===== src/rssm_pkg.sv =====
package rssm_pkg;

  localparam int DATA_BITS    = 32;
  localparam int HIST_ENTRIES = 1024;
  localparam int KEY_BITS     = $clog2(HIST_ENTRIES);
  localparam int DIGIT_BITS   = KEY_BITS - 1;
  localparam int SUM_W        = DATA_BITS + KEY_BITS + 1;
  localparam int BITS_W       = 6;
  localparam int GAP_W        = DATA_BITS + 1;

  typedef enum logic [1:0] {
    ST_RADIX = 2'd0,
    ST_NEAR  = 2'd1,
    ST_DONE  = 2'd2,
    ST_ERROR = 2'd3
  } status_e;

  typedef enum logic [2:0] {
    S_CLEAR,
    S_STREAM,
    S_DRAIN,
    S_SCAN,
    S_TAIL,
    S_FINISH
  } ctrl_state_e;

  typedef struct packed {
    logic signed [DATA_BITS-1:0] sample;
    logic                        pass_end;
  } in_t;

  typedef struct packed {
    logic [1:0]                  status;
    logic signed [DATA_BITS-1:0] median_value;
  } out_t;

  typedef struct packed {
    logic                clear_wr;
    logic                scan_rd;
    logic                scan_init;
    logic                finish;
    logic                accept;
    logic [KEY_BITS-1:0] addr;
  } dp_cmd_t;

  typedef struct packed {
    logic near;
    logic out_busy;
  } dp_stat_t;

endpackage


===== src/rssm_ctrl.sv =====
module rssm_ctrl (
  input  logic               clk_i,
  input  logic               rst_ni,
  input  logic               in_valid_i,
  input  logic               in_pass_end_i,
  input  rssm_pkg::dp_stat_t stat_i,
  output logic               in_ready_o,
  output rssm_pkg::dp_cmd_t  cmd_o
);
  import rssm_pkg::*;

  localparam logic [KEY_BITS-1:0] KeyLast = KEY_BITS'(HIST_ENTRIES - 1);

  ctrl_state_e         state_q, state_d;
  logic [KEY_BITS-1:0] cnt_q, cnt_d;
  logic                accept;

  assign accept = in_valid_i && (state_q == S_STREAM);

  always_comb begin
    state_d = state_q;
    case (state_q)
      S_CLEAR: begin
        if (cnt_q == KeyLast) state_d = S_STREAM;
      end
      S_STREAM: begin
        if (accept && in_pass_end_i) state_d = stat_i.near ? S_FINISH : S_DRAIN;
      end
      S_DRAIN: state_d = S_SCAN;
      S_SCAN: begin
        if (cnt_q == KeyLast) state_d = S_TAIL;
      end
      S_TAIL: state_d = S_FINISH;
      S_FINISH: begin
        if (!stat_i.out_busy) state_d = S_STREAM;
      end
      default: state_d = S_CLEAR;
    endcase
  end

  always_comb begin
    cnt_d          = '0;
    in_ready_o     = 1'b0;
    cmd_o          = '0;
    cmd_o.addr     = cnt_q;
    case (state_q)
      S_CLEAR: begin
        cnt_d          = cnt_q + 1'b1;
        cmd_o.clear_wr = 1'b1;
      end
      S_STREAM: begin
        in_ready_o   = 1'b1;
        cmd_o.accept = accept;
      end
      S_DRAIN: cmd_o.scan_init = 1'b1;
      S_SCAN: begin
        cnt_d         = cnt_q + 1'b1;
        cmd_o.scan_rd = 1'b1;
      end
      S_TAIL: cmd_o.scan_rd = 1'b0;
      S_FINISH: cmd_o.finish = !stat_i.out_busy;
      default: cnt_d = '0;
    endcase
  end

  always_ff @(posedge clk_i or negedge rst_ni) begin
    if (!rst_ni) begin
      state_q <= S_CLEAR;
      cnt_q   <= '0;
    end else begin
      state_q <= state_d;
      cnt_q   <= cnt_d;
    end
  end

endmodule


===== config.mk =====
export PLATFORM = sky130hd
export DESIGN_NAME = rssm_ctrl
export DESIGN_NICKNAME = d
export VERILOG_FILES = /design/src/rssm_pkg.sv /design/src/rssm_ctrl.sv
export SDC_FILE = /design/constraint.sdc
export NUM_CORES = 1
export LEC_CHECK = 0
export BUFFER_PORTS_ARGS = -buffer_cell sky130_fd_sc_hd__buf_4
export CAP_MARGIN = 20
export CORE_MARGIN = 2
export CORE_UTILIZATION = 45
export DETAILED_ROUTE_END_ITERATION = 7
export GPL_TIMING_DRIVEN = 0
export HOLD_SLACK_MARGIN = 0.03
export MAX_ROUTING_LAYER = met4
export PLACE_DENSITY = 0.72
export SYNTH_ARGS = -nofsm -noshare
export SYNTH_HDL_FRONTEND = slang
export SYNTH_SLANG_ARGS = --single-unit

===== constraint.sdc =====
create_clock -name clk_i -period 3.4 [get_ports clk_i]
set_input_delay 0.51 -clock clk_i [delete_from_list [all_inputs] [get_ports clk_i]]
set_output_delay 0.51 -clock clk_i [all_outputs]
set_load 0.02 [all_outputs]

Word level (Yosys, flattened, before mapping)
Index checks and enable logic that the tools add are counted.
{ "totals": {"output_inout_bits": 16, "regBits": 13, "memories": 0, "latchBits": 0, "mem_bits_ro": 0, "elab_cells": 32, "ram_bits": 0} }
{ "classes": {"bitwise_logic": 0, "eq_ne": 10, "order_cmp": 0, "muxes": 13, "n_shift": 0, "div_mod_pow": 0, "reduce_logical": 6, "mul": 0, "addsub": 1} }
{ "ops": {"columns": ["operator", "count"], "rows": [
  ["case mux 3 bit (6 select lines)", 1],
  ["2-to-1 mux 3 bit", 5],
  ["adder 10 x 1 -> 10 bit, second input constant", 1],
  ["equality test 10 bit, second input constant", 1],
  ["2-to-1 mux 10 bit", 1],
  ["equality test 3 x 2 -> 1 bit, second input constant", 2],
  ["equality test 3 bit, second input constant", 2],
  ["2-to-1 mux 1 bit", 6],
  ["inequality test 2 bit, second input constant", 3],
  ["AND reduction 4 bit", 1],
  ["equality test 3 x 1 -> 1 bit, second input constant", 1],
  ["logical NOT 3 bit", 1],
  ["logical AND 1 bit", 2],
  ["inequality test 2 x 1 -> 1 bit, second input constant", 1],
  ["OR reduction 2 bit", 1],
  ["logical NOT 1 bit", 1]
]} }

Depth between registers and ports, before layout
{ "depth": {"ltp_word": 5, "mapped_depth": 4, "mapped_depth_nobuf": 4} }

Worst setup path after synthesis
No wires, ideal clock.
{ "synth_path": {"path_kind": "register to output", "startpoint": "reg state_q[2]", "endpoint": "out cmd_o[10] (netlist name)", "path_stages_with_launch": 4, "path_buffers": 0, "required_ns": 2.890, "arrival_ns": 1.192, "slack_ns": 1.698, "cell_sequence": "dfrtp_1 > nand2b_1 > nor2_1 > and2_1"} }
{ "synth_rtl": {"columns": ["element", "line_no", "source"], "rows": [
  ["start, declared", "rssm_ctrl.sv:14", "ctrl_state_e state_q, state_d;"],
  ["start signal, assigned", "rssm_ctrl.sv:71", "state_q <= state_d;"],
  ["end, declared", "rssm_ctrl.sv:8", "output rssm_pkg::dp_cmd_t cmd_o"]
]} }

==> results.py <==
metrics = {
    "status": {
        "run_status": "finished clean",
    },
    "power": {
        "p_total_uw": 257.0,
        "power_density_mw_per_mm2": 284.9,
        "irDropWorstVdd_mv": 0.1987,
        "leakagePower_nw": 0.3944,
    },
    "sta": {
        "drv_slew": 0,
        "fmax_mhz": 547.7,
        "fin_ws_ns": 1.574,
        "setup_viol": 0,
        "finalCritPeriodShare_pct": 53.71,
        "relSlewSlack_pct": 76.50,
        "worst_slew_pin_slew_ns": 0.3517,
        "skew_ns": 0.007637,
        "setup_tns_ns": 0,
        "rsz0062_at_grt": "false",
        "hold_violations": 0,
        "period_minus_slack_ns": 1.826,
    },
    "placement": {
        "port_buffers": 21,
        "dp_cells": 112,
        "dp_slack_ns": 1.835,
        "globalplace.congestion": 0.7885,
        "place_hpwl_um": 1101,
    },
    "synthesis": {
        "postSynthAreaPerCell_um2": 9.309,
        "yosysTopAreaCellShare_pct": 46.59,
        "synth-seq-area-share_pct": 46.59,
        "synthFlopType": "dfrtp_1",
        "synth_seq_cells": 13,
        "syn_nets": 82,
        "synth-edff-count": 0,
        "yosysUniqueCellTypes": 29,
        "synth.largest_area_cell": "dfrtp_1",
        "synthArstFlopShare_pct": 100.0,
        "syn_inst": 75,
        "netlist_area_um2": 698.2,
        "synth_area_leaders": "dfrtp_1, a21oi_1, nor2_1",
        "yosys_warnings": 0,
    },
    "drt": {
        "ant_nets": 0,
        "drc": 0,
        "dr.pass1.iters": 4,
        "wirelength_um": 1526,
        "vias_per_cell": 5.500,
        "drtIter0Drc": 18,
        "vias": 638,
        "wire_per_inst_um": 13.16,
    },
    "grt": {
        "grt_pass1_wl_um": 2484,
        "grt.overflow.total": 0,
        "grt_max_degree": 14,
        "grt_pass1_vias": 559,
        "antenna_found_initial": 0,
        "grt_use_total_pct": 18.02,
    },
    "die": {
        "die-area_mm2": 0.001883,
        "num_io_pins": 22,
        "design.core.area_mm2": 0.001471,
        "die_x_um": 43.39,
        "rows": 14,
        "start_util_pct": 47.45,
        "dieHeight_um": 43.39,
    },
    "cts": {
        "holdBufCountCts": 0,
        "htreeDepth": 1,
        "insertion_delay_ns": 0.27,
        "cts_setup_buffers": 0,
        "post_cts_resized": 0,
        "cts_tree": "yes",
        "numClockSinks": 13,
        "cts-buffers-inserted": 3,
        "cts_buffer_depth": 2,
        "cts-root-buf": "clkbuf_4",
        "clk_pin_slew_ns": 0.08,
    },
    "worst_setup_path": {
        "path_class": "reg2out",
        "crit_path_end_kind": "output pin",
        "cp-start-kind": "flop",
        "rr_startpoint": "cnt_q[0]",
        "required_ns": 2.89,
        "worst_r2r_endpoint": "cnt_q[8]",
        "reg2regPathDepth": 4,
        "crit_arrival_ns": 1.32,
        "rrSetupSlack_ns": 1.83,
        "cp_max_fo": 7,
    },
    "cells_and_area": {
        "diodes": 0,
        "syn2layout_area_growth_pct": 29.21,
        "register_area_um2": 325.3,
        "nNetsFinal": 108,
        "fin_util_pct": 61.31,
        "nFillCells": 138,
        "multi_input_area_um2": 344.1,
        "layout_common_cells": "buf_4, dfrtp_1, a21oi_1",
        "stdcell_count": 116,
        "layout-drive-gt1-share_pct": 28.00,
        "layout.cells.most_common": "buf_4",
    },
    "worst_hold_path": {
        "worst_hold_path_type": "in2async",
    },
    "job": {
        "cap_violations": 0,
    },
}
[sequential cells by signal, indices dropped and copies added, names as in the netlist]
signal   count
cnt_q       10
state_q      3
[layer usage]
metal | part of all wire [%] | GRT usage, % | wire length (um)
met2 | 46 | 25.07 | 700
met4 | 0.66 | 9.091 | 10
met3 | 2.5 | 2.500 | 38
met1 | 51 | 25.68 | 776
met5 | 0 | - | 0
[synth_stat cells (2+ instances only)]
master    instances
o21ai_0           2
nor2_1            6
nand3_1           4
o41ai_1           2
xor2_1            2
inv_1             3
nor3_1            3
or3_1             2
or4_1             3
nand2_1           5
buf_2             2
dfrtp_1          13
a21oi_1           7
xnor2_1           2
o31ai_1           3
and3_1            2
nand3b_1          2
[final cells by class]
cell class / count / area share [%]
repair buffers: 21 / 17.48
plain buffers: 3 / 1.942
clock buffers: 4 / 2.913
multi-input cells: 56 / 38.14
flip-flops and latches: 13 / 36.06
inverters: 3 / 1.248
well taps: 16 / 2.219
[metrics by stage]
stage,cell area [um^2],hold WS (ns)
after global placement,875.8,0.3617
final,902.1,0.06254
after global routing,902.1,0.06179
after CTS,902.1,0.06472
after floorplan,698.2,0.2144
after detailed placement,875.8,0.3619
[cells by family after synthesis]
family	after synthesis	synth area share (%)
DFF	13	46.59
buffers and inverters	6	4.122
and+or+nand+nor	32	24.91
adders and majority gates	1	1.792
AOI/OAI and AO/OA	19	17.56
xor gates and xnor gates	4	5.019
[where the power goes]
part	internal, mW	switching, mW	total, mW
Sequential	0.154	0	0.154
Clock	0.0454	0.0481	0.0934
Combinational	0.00449	0.00460	0.00909
Total	0.204	0.0527	0.257
[how the worst max path moves through the flow]
stage                from         to  slack, ns  cells after the start
2_1_floorplan  state_q[2]  cmd_o[10]       1.70                      3
3_3_place_gp    stat_i[0]  cmd_o[11]       1.84                      4
3_5_place_dp     cnt_q[0]   cnt_q[8]       1.84                      4
4_1_cts        state_q[2]  cmd_o[10]       1.58                      4
5_1_grt        state_q[1]  cmd_o[12]       1.50                      4
6_report       state_q[2]  cmd_o[10]       1.57                      4
[worst max-delay path, cell delays in order (launching register included)]
cell	delay [ns]
dfrtp_1	0.45
nand2b_1	0.21
nor2_1	0.12
and2_1	0.13
buf_4	0.13
No activity file was read; power rests on OpenSTA's default activity.
